File: config.mk
export PLATFORM = sky130hd
export DESIGN_NAME = cyrillic_codepage_detector_top
export DESIGN_NICKNAME = d
export VERILOG_FILES = /design/src/rtl/core/ccd_pkg.sv /design/src/rtl/core/ccd_letter_decode.sv /design/src/rtl/core/cyrillic_codepage_detector_top.sv
export SDC_FILE = /design/constraint.sdc
export NUM_CORES = 1
export LEC_CHECK = 0
export BUFFER_PORTS_ARGS = -buffer_cell sky130_fd_sc_hd__buf_4
export CORE_ASPECT_RATIO = 1.5
export CORE_MARGIN = 2
export CORE_UTILIZATION = 45
export CTS_CLUSTER_DIAMETER = 60
export DETAILED_ROUTE_END_ITERATION = 10
export MAX_ROUTING_LAYER = met4
export PLACE_DENSITY = 0.63
export SLEW_MARGIN = 25
export SYNTH_ARGS = -nofsm -noshare
export SYNTH_HDL_FRONTEND = slang
export SYNTH_SLANG_ARGS = --single-unit
File: constraint.sdc
create_clock -name clk -period 18.59 [get_ports clk]
set_input_delay 1.859 -clock clk [delete_from_list [all_inputs] [get_ports clk]]
set_output_delay 1.859 -clock clk [all_outputs]
set_load 0.05 [all_outputs]
File: src/rtl/core/ccd_pkg.sv
// ============================================================================
// ccd_pkg - shared types and constant tables of the cyrillic code page detector
// Letter weights, the cp855 upper-half table and the constants for the
// incremental 10/13 scaling of the maccyrillic score.
// ============================================================================
package ccd_pkg;

    localparam int unsigned PAGE_COUNT   = 5;
    localparam int unsigned LETTER_COUNT = 32;
    localparam int unsigned SCORE_W      = 32;
    localparam int unsigned WEIGHT_W     = 14;
    localparam int unsigned REM_W        = 4;
    localparam int unsigned INDEX_W      = 3;

    // page codes, as reported on the output
    localparam logic [INDEX_W-1:0] PAGE_866   = 3'd0;
    localparam logic [INDEX_W-1:0] PAGE_855   = 3'd1;
    localparam logic [INDEX_W-1:0] PAGE_1251  = 3'd2;
    localparam logic [INDEX_W-1:0] PAGE_MAC   = 3'd3;
    localparam logic [INDEX_W-1:0] PAGE_ISO   = 3'd4;

    localparam int unsigned SCALE_NUM = 10;
    localparam int unsigned SCALE_DEN = 13;

    typedef struct packed {
        logic       hit;
        logic [4:0] letter;
    } letter_hit_t;

    typedef letter_hit_t [PAGE_COUNT-1:0] page_hits_t;

    typedef logic [WEIGHT_W-1:0] weight_tab_t [LETTER_COUNT];
    typedef logic [REM_W-1:0]    rem_tab_t    [LETTER_COUNT];

    localparam weight_tab_t LETTER_WEIGHT = '{
        14'd7998, 14'd1592, 14'd4533, 14'd1687, 14'd2977, 14'd8483, 14'd940,  14'd1641,
        14'd7367, 14'd1208, 14'd3486, 14'd4343, 14'd3203, 14'd6700, 14'd10983, 14'd2804,
        14'd4746, 14'd5473, 14'd6318, 14'd2615, 14'd267,  14'd966,  14'd486,  14'd1450,
        14'd718,  14'd361,  14'd37,   14'd1898, 14'd1735, 14'd331,  14'd639,  14'd2001
    };

    // cp855 upper half: bit 5 marks a basic letter, bits 4:0 its index
    localparam logic [7:0] CP855_ROM [128] = '{
        8'd0,  8'd0,  8'd0,  8'd0,  8'd0,  8'd0,  8'd0,  8'd0,
        8'd0,  8'd0,  8'd0,  8'd0,  8'd0,  8'd0,  8'd0,  8'd0,
        8'd0,  8'd0,  8'd0,  8'd0,  8'd0,  8'd0,  8'd0,  8'd0,
        8'd0,  8'd0,  8'd0,  8'd0,  8'd62, 8'd62, 8'd58, 8'd58,
        8'd32, 8'd32, 8'd33, 8'd33, 8'd54, 8'd54, 8'd36, 8'd36,
        8'd37, 8'd37, 8'd52, 8'd52, 8'd35, 8'd35, 8'd0,  8'd0,
        8'd0,  8'd0,  8'd0,  8'd0,  8'd0,  8'd53, 8'd53, 8'd40,
        8'd40, 8'd0,  8'd0,  8'd0,  8'd0,  8'd41, 8'd41, 8'd0,
        8'd0,  8'd0,  8'd0,  8'd0,  8'd0,  8'd0,  8'd42, 8'd42,
        8'd0,  8'd0,  8'd0,  8'd0,  8'd0,  8'd0,  8'd0,  8'd0,
        8'd43, 8'd43, 8'd44, 8'd44, 8'd45, 8'd45, 8'd46, 8'd46,
        8'd47, 8'd0,  8'd0,  8'd0,  8'd0,  8'd47, 8'd63, 8'd0,
        8'd63, 8'd48, 8'd48, 8'd49, 8'd49, 8'd50, 8'd50, 8'd51,
        8'd51, 8'd38, 8'd38, 8'd34, 8'd34, 8'd60, 8'd60, 8'd0,
        8'd0,  8'd59, 8'd59, 8'd39, 8'd39, 8'd56, 8'd56, 8'd61,
        8'd61, 8'd57, 8'd57, 8'd55, 8'd55, 8'd0,  8'd0,  8'd0
    };

    function automatic weight_tab_t build_mac_quo();
        weight_tab_t t;
        for (int i = 0; i < LETTER_COUNT; i++) begin
            t[i] = WEIGHT_W'((32'(LETTER_WEIGHT[i]) * SCALE_NUM) / SCALE_DEN);
        end
        return t;
    endfunction

    function automatic rem_tab_t build_mac_rem();
        rem_tab_t t;
        for (int i = 0; i < LETTER_COUNT; i++) begin
            t[i] = REM_W'((32'(LETTER_WEIGHT[i]) * SCALE_NUM) % SCALE_DEN);
        end
        return t;
    endfunction

    // 10*w split into quotient and remainder by 13, per letter
    localparam weight_tab_t MAC_QUO = build_mac_quo();
    localparam rem_tab_t    MAC_REM = build_mac_rem();

    localparam longint unsigned MAC_SAT_PROD = 64'hFFFF_FFFF * 64'd10;
    localparam logic [SCORE_W-1:0] MAC_SAT_QUO = SCORE_W'(MAC_SAT_PROD / SCALE_DEN);
    localparam logic [REM_W-1:0]   MAC_SAT_REM = REM_W'(MAC_SAT_PROD % SCALE_DEN);

endpackage

File: src/rtl/core/ccd_letter_decode.sv
// ============================================================================
// ccd_letter_decode - high byte to letter index in each code page
// Flags, per page, whether the byte is a basic cyrillic letter and which one.
// ============================================================================
module ccd_letter_decode
    import ccd_pkg::*;
(
    input  logic [7:0] text_byte,
    output page_hits_t hits
);

    logic [7:0] cp855_entry;

    assign cp855_entry = CP855_ROM[text_byte[6:0]];

    always_comb
    begin
        hits = '0;
        if (text_byte[7])
        begin
            // 866: 80..af and e0..ef
            if (text_byte <= 8'hAF)
            begin
                hits[PAGE_866] = '{hit: 1'b1, letter: text_byte[4:0]};
            end
            else if (text_byte >= 8'hE0 && text_byte <= 8'hEF)
            begin
                hits[PAGE_866] = '{hit: 1'b1, letter: {1'b1, text_byte[3:0]}};
            end

            hits[PAGE_855] = '{hit: cp855_entry[5], letter: cp855_entry[4:0]};

            // 1251: c0..ff
            if (text_byte >= 8'hC0)
            begin
                hits[PAGE_1251] = '{hit: 1'b1, letter: text_byte[4:0]};
            end

            // maccyrillic: 80..9f, df (small ya), e0..fe
            if (text_byte <= 8'h9F || text_byte == 8'hDF ||
                (text_byte >= 8'hE0 && text_byte <= 8'hFE))
            begin
                hits[PAGE_MAC] = '{hit: 1'b1, letter: text_byte[4:0]};
            end

            // iso 8859-5: b0..ef, offset from b0 folded to 5 bits
            if (text_byte >= 8'hB0 && text_byte <= 8'hEF)
            begin
                hits[PAGE_ISO] = '{hit: 1'b1, letter: {~text_byte[4], text_byte[3:0]}};
            end
        end
    end

endmodule

File: src/rtl/core/cyrillic_codepage_detector_top.sv
// ============================================================================
// cyrillic_codepage_detector_top - letter frequency code page detector
// Scores a byte stream against five cyrillic code pages and reports the
// best one when the last byte of a text arrives.
// ============================================================================
//
//  channel | dir | tdata fields (low bit up)              | sideband
//  --------+-----+-----------------------------------------+------------------
//  s_*     | in  | text_byte[7:0]                          | tlast=end_of_text
//  m_*     | out | page_index[2:0], best_score[34:3], pad  | none
//
//  one byte transaction is taken every cycle unless a last byte waits on
//  a full snapshot stage; scores are registered in the score stage through
//  the decode plus saturating add. a last byte reaches m_tvalid through the
//  snapshot and result registers. reset clears the running scores and all
//  valids. a stalled result holds; the snapshot and input stages keep
//  taking bytes until a second last byte would need the snapshot stage.
//
module cyrillic_codepage_detector_top
    import ccd_pkg::*;
(
    input  logic        clk,
    input  logic        rst_n,
    input  logic        s_tvalid,
    output logic        s_tready,
    input  logic [7:0]  s_tdata,    // text_byte[7:0]
    input  logic        s_tlast,    // end_of_text
    output logic        m_tvalid,
    input  logic        m_tready,
    output logic [39:0] m_tdata     // page_index[2:0], best_score[34:3], zero[39:35]
);

    // input register
    logic       in_valid_reg;
    logic [7:0] in_byte_reg;
    logic       in_last_reg;

    // running scores; page 3 also keeps its 10/13 scaled value and remainder
    logic [SCORE_W-1:0] score_reg [PAGE_COUNT];
    logic [SCORE_W-1:0] score_next [PAGE_COUNT];
    logic [SCORE_W-1:0] mac_quo_reg, mac_quo_next;
    logic [REM_W-1:0]   mac_rem_reg, mac_rem_next;

    // snapshot of the final scaled scores of a text
    logic               snap_valid_reg;
    logic [SCORE_W-1:0] snap_reg [PAGE_COUNT];

    // result register
    logic               out_valid_reg;
    logic [INDEX_W-1:0] out_index_reg, out_index_next;
    logic [SCORE_W-1:0] out_score_reg, out_score_next;

    logic       out_free;
    logic       snap_free;
    logic       in_proc;
    logic       in_free;
    page_hits_t hits;

    // stage flow: each stage moves when the one after it has room; only a last byte needs the snapshot stage
    assign out_free  = !out_valid_reg || m_tready;
    assign snap_free = !snap_valid_reg || out_free;
    assign in_proc   = in_valid_reg && (!in_last_reg || snap_free);
    assign in_free   = !in_valid_reg || in_proc;
    assign s_tready  = in_free;

    always_ff @(posedge clk or negedge rst_n)
    begin
        if (!rst_n)
        begin
            in_valid_reg <= 1'b0;
        end
        else if (in_free)
        begin
            in_valid_reg <= s_tvalid;
        end
    end

    always_ff @(posedge clk)
    begin
        if (in_free && s_tvalid)
        begin
            in_byte_reg <= s_tdata;
            in_last_reg <= s_tlast;
        end
    end

    ccd_letter_decode u_decode (
        .text_byte (in_byte_reg),
        .hits      (hits)
    );

    // saturating score update for every page
    always_comb
    begin
        logic [SCORE_W:0]  sum;
        logic [REM_W:0]    rem_sum;
        logic              rem_carry;
        logic [SCORE_W:0]  mac_sum;

        for (int p = 0; p < PAGE_COUNT; p++)
        begin
            sum = {1'b0, score_reg[p]} + (SCORE_W+1)'(LETTER_WEIGHT[hits[p].letter]);
            if (!hits[p].hit)
            begin
                score_next[p] = score_reg[p];
            end
            else if (sum[SCORE_W])
            begin
                score_next[p] = '1;
            end
            else
            begin
                score_next[p] = sum[SCORE_W-1:0];
            end
        end

        // scaled mac score kept as quotient and remainder of 10*score by 13
        mac_sum   = {1'b0, score_reg[PAGE_MAC]}
                  + (SCORE_W+1)'(LETTER_WEIGHT[hits[PAGE_MAC].letter]);
        rem_sum   = (REM_W+1)'(mac_rem_reg) + (REM_W+1)'(MAC_REM[hits[PAGE_MAC].letter]);
        rem_carry = (rem_sum >= (REM_W+1)'(SCALE_DEN));
        if (!hits[PAGE_MAC].hit)
        begin
            mac_quo_next = mac_quo_reg;
            mac_rem_next = mac_rem_reg;
        end
        else if (mac_sum[SCORE_W])
        begin
            mac_quo_next = MAC_SAT_QUO;
            mac_rem_next = MAC_SAT_REM;
        end
        else
        begin
            mac_quo_next = mac_quo_reg + SCORE_W'(MAC_QUO[hits[PAGE_MAC].letter])
                         + SCORE_W'(rem_carry);
            mac_rem_next = rem_carry ? REM_W'(rem_sum - (REM_W+1)'(SCALE_DEN))
                                     : rem_sum[REM_W-1:0];
        end
    end

    always_ff @(posedge clk or negedge rst_n)
    begin
        if (!rst_n)
        begin
            for (int p = 0; p < PAGE_COUNT; p++)
            begin
                score_reg[p] <= '0;
            end
            mac_quo_reg <= '0;
            mac_rem_reg <= '0;
        end
        else if (in_proc)
        begin
            // a last byte hands its scores to the snapshot and starts afresh
            for (int p = 0; p < PAGE_COUNT; p++)
            begin
                score_reg[p] <= in_last_reg ? '0 : score_next[p];
            end
            mac_quo_reg <= in_last_reg ? '0 : mac_quo_next;
            mac_rem_reg <= in_last_reg ? '0 : mac_rem_next;
        end
    end

    always_ff @(posedge clk or negedge rst_n)
    begin
        if (!rst_n)
        begin
            snap_valid_reg <= 1'b0;
        end
        else if (in_proc && in_last_reg)
        begin
            snap_valid_reg <= 1'b1;
        end
        else if (out_free)
        begin
            snap_valid_reg <= 1'b0;
        end
    end

    always_ff @(posedge clk)
    begin
        if (in_proc && in_last_reg)
        begin
            for (int p = 0; p < PAGE_COUNT; p++)
            begin
                snap_reg[p] <= (p == int'(PAGE_MAC)) ? mac_quo_next : score_next[p];
            end
        end
    end

    // highest score, ties to the lower page: the lower side wins unless beaten
    always_comb
    begin
        logic [INDEX_W-1:0] idx_a, idx_b, idx_ab;
        logic [SCORE_W-1:0] val_a, val_b, val_ab;

        idx_a = (snap_reg[1] > snap_reg[0]) ? PAGE_855 : PAGE_866;
        val_a = (snap_reg[1] > snap_reg[0]) ? snap_reg[1] : snap_reg[0];
        idx_b = (snap_reg[3] > snap_reg[2]) ? PAGE_MAC : PAGE_1251;
        val_b = (snap_reg[3] > snap_reg[2]) ? snap_reg[3] : snap_reg[2];
        idx_ab = (val_b > val_a) ? idx_b : idx_a;
        val_ab = (val_b > val_a) ? val_b : val_a;
        if (snap_reg[4] > val_ab)
        begin
            out_index_next = PAGE_ISO;
            out_score_next = snap_reg[4];
        end
        else
        begin
            out_index_next = idx_ab;
            out_score_next = val_ab;
        end
    end

    always_ff @(posedge clk or negedge rst_n)
    begin
        if (!rst_n)
        begin
            out_valid_reg <= 1'b0;
        end
        else if (out_free)
        begin
            out_valid_reg <= snap_valid_reg;
        end
    end

    always_ff @(posedge clk)
    begin
        if (out_free && snap_valid_reg)
        begin
            out_index_reg <= out_index_next;
            out_score_reg <= out_score_next;
        end
    end

    assign m_tvalid = out_valid_reg;
    assign m_tdata  = {5'b0, out_score_reg, out_index_reg};

endmodule

# Word level (Yosys, flattened, before mapping)
# Memories as Yosys holds them, arrays and structs flattened.
# Cells that the tools add are included.
word_totals:
  reg_bits: 243
  latchBits: 0
  ram_bits: 160
  rom_bits: 3840
  in_bits: 13
  n_memories: 9
classes:
  add_sub_neg: 9
  multipliers: 0
  div_mod_pow: 0
  n_lt_le_gt_ge: 18
  n_eq_ne: 1
  n_shift: 0
  n_mux: 55
  bitwise: 7
  n_reduce_logical: 20
mem_list:
  columns: ["memory", "words", "width", "read_ports", "rd_ports_with_merged_regs", "write_ports", "line_no", "source"]
  rows:
  - ["(name not given)", 128, 8, 1, 0, 0, "ccd_letter_decode.sv:14", "assign cp855_entry = CP855_ROM[text_byte[6:0]];"]
  - ["(name not given)", 32, 14, 1, 0, 0, "cyrillic_codepage_detector_top.sv:134", "mac_quo_next = mac_quo_reg + SCORE_W'(MAC_QUO[hits[PAGE_MAC].letter])"]
  - ["(name not given)", 32, 14, 1, 0, 0, "cyrillic_codepage_detector_top.sv:119", "+ (SCORE_W+1)'(LETTER_WEIGHT[hits[PAGE_MAC].letter]);"]
  - ["(name not given)", 32, 14, 1, 0, 0, "cyrillic_codepage_detector_top.sv:102", "sum = {1'b0, score_reg[p]} + (SCORE_W+1)'(LETTER_WEIGHT[hits[p].letter]);"]
  - ["(name not given)", 32, 14, 1, 0, 0, "cyrillic_codepage_detector_top.sv:102", null]
  - ["(name not given)", 32, 14, 1, 0, 0, "cyrillic_codepage_detector_top.sv:102", null]
  - ["3 more memories", null, null, null, null, null, null, null]
op_table:
  columns: ["op", "count"]
  rows:
  - ["32-bit 2-to-1 mux", 22]
  - ["14-bit 2-to-1 mux", 12]
  - ["32-bit by 14-bit adder with 33-bit output", 5]
  - ["32-bit > comparator", 4]
  - ["6-bit 2-to-1 mux", 7]
  - ["32-bit by 1-bit adder with 32-bit output", 1]
  - ["32-bit by 14-bit adder with 32-bit output", 1]
  - ["8-bit >= comparator (second input constant)", 4]
  - ["8-bit <= comparator (second input constant)", 4]
  - ["6-bit >= comparator (second input constant)", 5]
  - ["30-bit 2-to-1 mux", 1]
  - ["5-bit inverter with 6-bit output", 5]
  - ["4-bit 2-to-1 mux", 6]
  - ["8-bit equality test (second input constant)", 1]
  - ["7-bit inverter with 8-bit output", 1]
  - ["1-bit logical AND", 7]
  - ["1-bit logical OR", 6]
  - ["1-bit 2-to-1 mux", 6]
  - ["4-bit by 4-bit adder with 5-bit output", 1]
  - ["5-bit by 4-bit >= comparator with 1-bit output (second input constant)", 1]
  - ["1-bit zero test", 4]
  - ["2-bit nonzero test", 2]
  - ["4-bit subtractor (second input constant)", 1]
  - ["2-bit 2-to-1 mux", 1]
  - ["2 further kinds", 2]

# Depth between registers and ports, before layout
logic_depth:
  depth_word: 15
  depth_mapped: 34
  ltp_nobuf: 29

# Hierarchy
# Synthesis repeated with hierarchy kept, for this count alone.
hier_totals:
  cells_unflattened: 3689
  hier_area_um2: 32306.0
modules_own_cells:
  columns: ["mod", "n_inst", "cells_each", "area_each_um2", "seq_area_each_um2"]
  rows:
  - ["cyrillic_codepage_detector_top", 1, 3543, 31326.3, 11105.7]
  - ["ccd_letter_decode", 1, 146, 979.7, 0.0]

# Worst setup path after synthesis
# Ideal clock, no wire load.
synth_timing:
  path_kind: "in2reg"
  from: "in m_tready"
  to: "mem snap_reg[0][0] (enable)"
  setup_time_ns: 0.587
  arrival_time_ns: 6.941
  t_required_ns: 18.003
  path_slack_ns: 11.063
  stages: 5
  path_buffers: 1
  path_cell_list: "nor2b_1 > a31oi_1 > nand2_1 > clkinv_1 > clkbuf_1"
synth_lines:
  columns: ["element", "line_no", "source"]
  rows:
  - ["start: declaration", "cyrillic_codepage_detector_top.sv:29", "input logic m_tready,"]
  - ["end: declaration", "cyrillic_codepage_detector_top.sv:46", "logic [SCORE_W-1:0] snap_reg [PAGE_COUNT];"]

==> flow_summary.json <==
{
  "ys_ff_latch": 403,
  "yosysSeqAreaShare": 0.3408,
  "synth.avg_cell_area_um2": 8.789,
  "cts_buffer_depth": 3,
  "io_buffers": 49,
  "ys_types": 113,
  "crit_type": "flop to flop",
  "required_ps": 18980,
  "relSlewSlack": 0.3341,
  "vdd_drop_max_uv": 68.10,
  "p_total_uw": 3325,
  "antenna_found_initial": 2,
  "min_path_type": "flop to flop",
  "fmax_mhz": 118.1,
  "final.setup.worst_slack_ps": 10120,
  "dr.pass1.iters": 6,
  "drc": 0,
  "cts_root_buf": "clkbuf_16",
  "setup_viol": 0,
  "clock_skew_ps": 48.03,
  "grt_setup_unrepaired": "false",
  "yosysTopAreaCell": "edfxtp_1",
  "finalHoldViolCount": 0,
  "coreArea_um2": 71470,
  "clk_latency_ps": 640,
  "reg2reg_to": "out_score_reg[0]$_DFFE_PP_",
  "syn2layout_area_growth_pct": 8.302,
  "tritoncts": "built",
  "grt_pass1_wl_um": 157900,
  "worstHoldStart": "score_reg[42]$_DFFE_PN0P_",
  "cts_inserted_buffers": 45,
  "synthArstFlopShare": 0.4938,
  "layout_commonest_cell": "nand2_1",
  "fin_util": 0.4938,
  "layout_common_cells": "nand2_1 (371), a21oi_1 (287), ha_1 (278), nor2_1 (254), o21ai_0 (243)",
  "setup_tns_ps": 0,
  "p_leak_uw": 0.01540,
  "grt-ovfl-total": 0,
  "start_kind": "flop",
  "r2r_start": "snap_reg[0][83]$_DFFE_PP_",
  "slew_violations": 0,
  "gp_congestion": 0.9648,
  "io_pins": 55,
  "cap_violations": 0,
  "synth_edf_count": 204,
  "ant_nets": 0,
  "wirelength_um": 101900,
  "cts.htree.levels": 2,
  "num_vias": 28280,
  "viasPerCell": 6.165,
  "fin_crit_sh": 0.4555,
  "yosysWarnings": 0,
  "yosysTopAreaCellShare": 0.1880,
  "yosys-top-cells-area": "edfxtp_1 (19%), dfrtp_1 (15%), ha_1 (11%)",
  "die_w_um": 223.7,
  "post-cts-setup-buffers": 0,
  "row_count": 120,
  "postCtsResizedCells": 0,
  "dp_hpwl_um": 74910,
  "grt_start_max_net_pins": 104,
  "min_path_cells": 2,
  "dieArea_um2": 74620,
  "critPathMaxFanout": 20,
  "pre_cts_ws_ps": 10090,
  "clk_pin_slew_ps": 70,
  "crit_path_end_kind": "flop",
  "synth_cells": 3707,
  "grtUsageTotal": 0.2769,
  "rr_worst_depth": 27,
  "clock-sinks": 403,
  "layout-drive-gt1-share": 0.08281,
  "fillerInstances": 6748,
  "die_height_um": 333.6,
  "worst_slew_pin_slew_ps": 998.8,
  "cp.arrival_ps": 8850,
  "synth_ff_type": "edfxtp_1",
  "min_period_ps": 8468,
  "r2r_slack_ps": 10120,
  "grt_pass1_vias": 27330,
  "wl_per_cell_um": 22.22,
  "status": "completed",
  "synth_area_um2": 32580,
  "power.density_nw_per_um2": 94.21,
  "final_nets": 3933,
  "cts-hold-fix-buffers": 0,
  "initial_core_util": 0.4559,
  "min_to": "score_reg[42]$_DFFE_PN0P_",
  "drt_iter0_drc": 2498
}
==> metrics by stage <==
stage               cells  cell area [um2]  hold slack, ps
finish               4587            35290           474.9
detailed placement   4502            33620           463.1
floorplan            3711            32600           445.3
global placement     4501            33590           459.8
CTS                  4586            35290           479.3
global route         4587            35290           507.0
==> per-layer routing <==
| layer | vias up | routed length (um) | global-route usage |
|---|---|---|---|
| li1 | 13550 | - | - |
| met1 | 13680 | 40450 | 0.3205 |
| met2 | 805 | 51840 | 0.4807 |
| met3 | 244 | 4022 | 0.02564 |
| met4 | 0 | 5614 | 0.1350 |
| met5 | - | 0 | - |
==> area by class of cell <==
| cell class | count | area, um2 | share of cell area |
|---|---|---|---|
| antenna | 1 | 2.502 | 0.00007091 |
| clock buffer | 47 | 1144 | 0.03241 |
| clock inverter | 37 | 520.5 | 0.01475 |
| inverter | 235 | 887.1 | 0.02514 |
| multi-input combinational | 2850 | 19710 | 0.5586 |
| sequential | 403 | 11110 | 0.3147 |
| tap | 915 | 1145 | 0.03244 |
| timing repair buffer | 99 | 770.7 | 0.02184 |
==> power breakdown <==
group | internal (uW) | leakage (uW) | switching [uW]
clock | 575 | 0.000807 | 429
sequential | 1060 | 0.00473 | 67.6
combinational | 457 | 0.00986 | 740
total | 2090 | 0.0154 | 1240
==> worst max-delay path by stage <==
stage,start,cells past startpoint,endpoint
5_1_grt,snap_reg[0][83]$_DFFE_PP_,27,out_score_reg[0]$_DFFE_PP_
6_report,snap_reg[0][83]$_DFFE_PP_,27,out_score_reg[0]$_DFFE_PP_
3_5_place_dp,snap_reg[0][61]$_DFFE_PP_,23,out_score_reg[0]$_DFFE_PP_
4_1_cts,snap_reg[0][61]$_DFFE_PP_,23,out_score_reg[0]$_DFFE_PP_
3_3_place_gp,snap_reg[0][61]$_DFFE_PP_,22,out_score_reg[0]$_DFFE_PP_
2_1_floorplan,m_tready,5,snap_reg[0][0]$_DFFE_PP_
==> logic make-up (layout without fill, tap and decap cells) <==
group	count (synthesis)	after routing	synth area share
buf+inv	458	418	0.05733
flops	403	403	0.3408
fa+ha+maj	287	287	0.1120
mux	161	161	0.05188
compound gates	1203	1203	0.2491
simple gates	1069	1069	0.1551
other cells	1	6	0.0001151
xor+xnor	125	125	0.03360
==> worst max-delay path: stages (launching register included) <==
cell       delay, ps
edfxtp_1         350
inv_1             50
ha_1             320
a21oi_1          140
o21ai_0          150
a221o_1          320
nor3_1           190
a32o_2           560
buf_4            400
mux2i_1          380
inv_1             90
ha_1             330
and4_1           210
nand3_1          100
or4_1            590
o2bb2ai_1        190
a21oi_4          530
buf_16           240
mux2_2           360
ha_1             300
a211oi_1         250
o211ai_1         120
a31oi_1          140
a2111oi_0         80
or3_1            420
o22ai_4          570
buf_4            440
mux2_2           380
==> synth_stat cells (26+ instances only) <==
| cell type | n |
|---|---|
| a31oi_1 | 69 |
| nor3_1 | 62 |
| xnor2_1 | 86 |
| mux2i_1 | 116 |
| nand2_1 | 372 |
| o22a_1 | 32 |
| buf_2 | 50 |
| a21o_1 | 68 |
| o21ai_0 | 243 |
| a22o_1 | 78 |
| clkbuf_1 | 134 |
| nor2b_1 | 26 |
| a21oi_1 | 287 |
| a211oi_1 | 43 |
| xor2_1 | 39 |
| mux2_2 | 43 |
| ha_1 | 278 |
| edfxtp_1 | 204 |
| nand3_1 | 113 |
| nor2_1 | 256 |
| o22ai_1 | 27 |
| dfrtp_1 | 199 |
| and2_1 | 28 |
| o21a_1 | 51 |
| nand4_1 | 50 |
| inv_1 | 229 |
| and3_1 | 45 |
| o211ai_1 | 50 |
| nand2b_1 | 31 |
(Power assumes the default switching activity.)
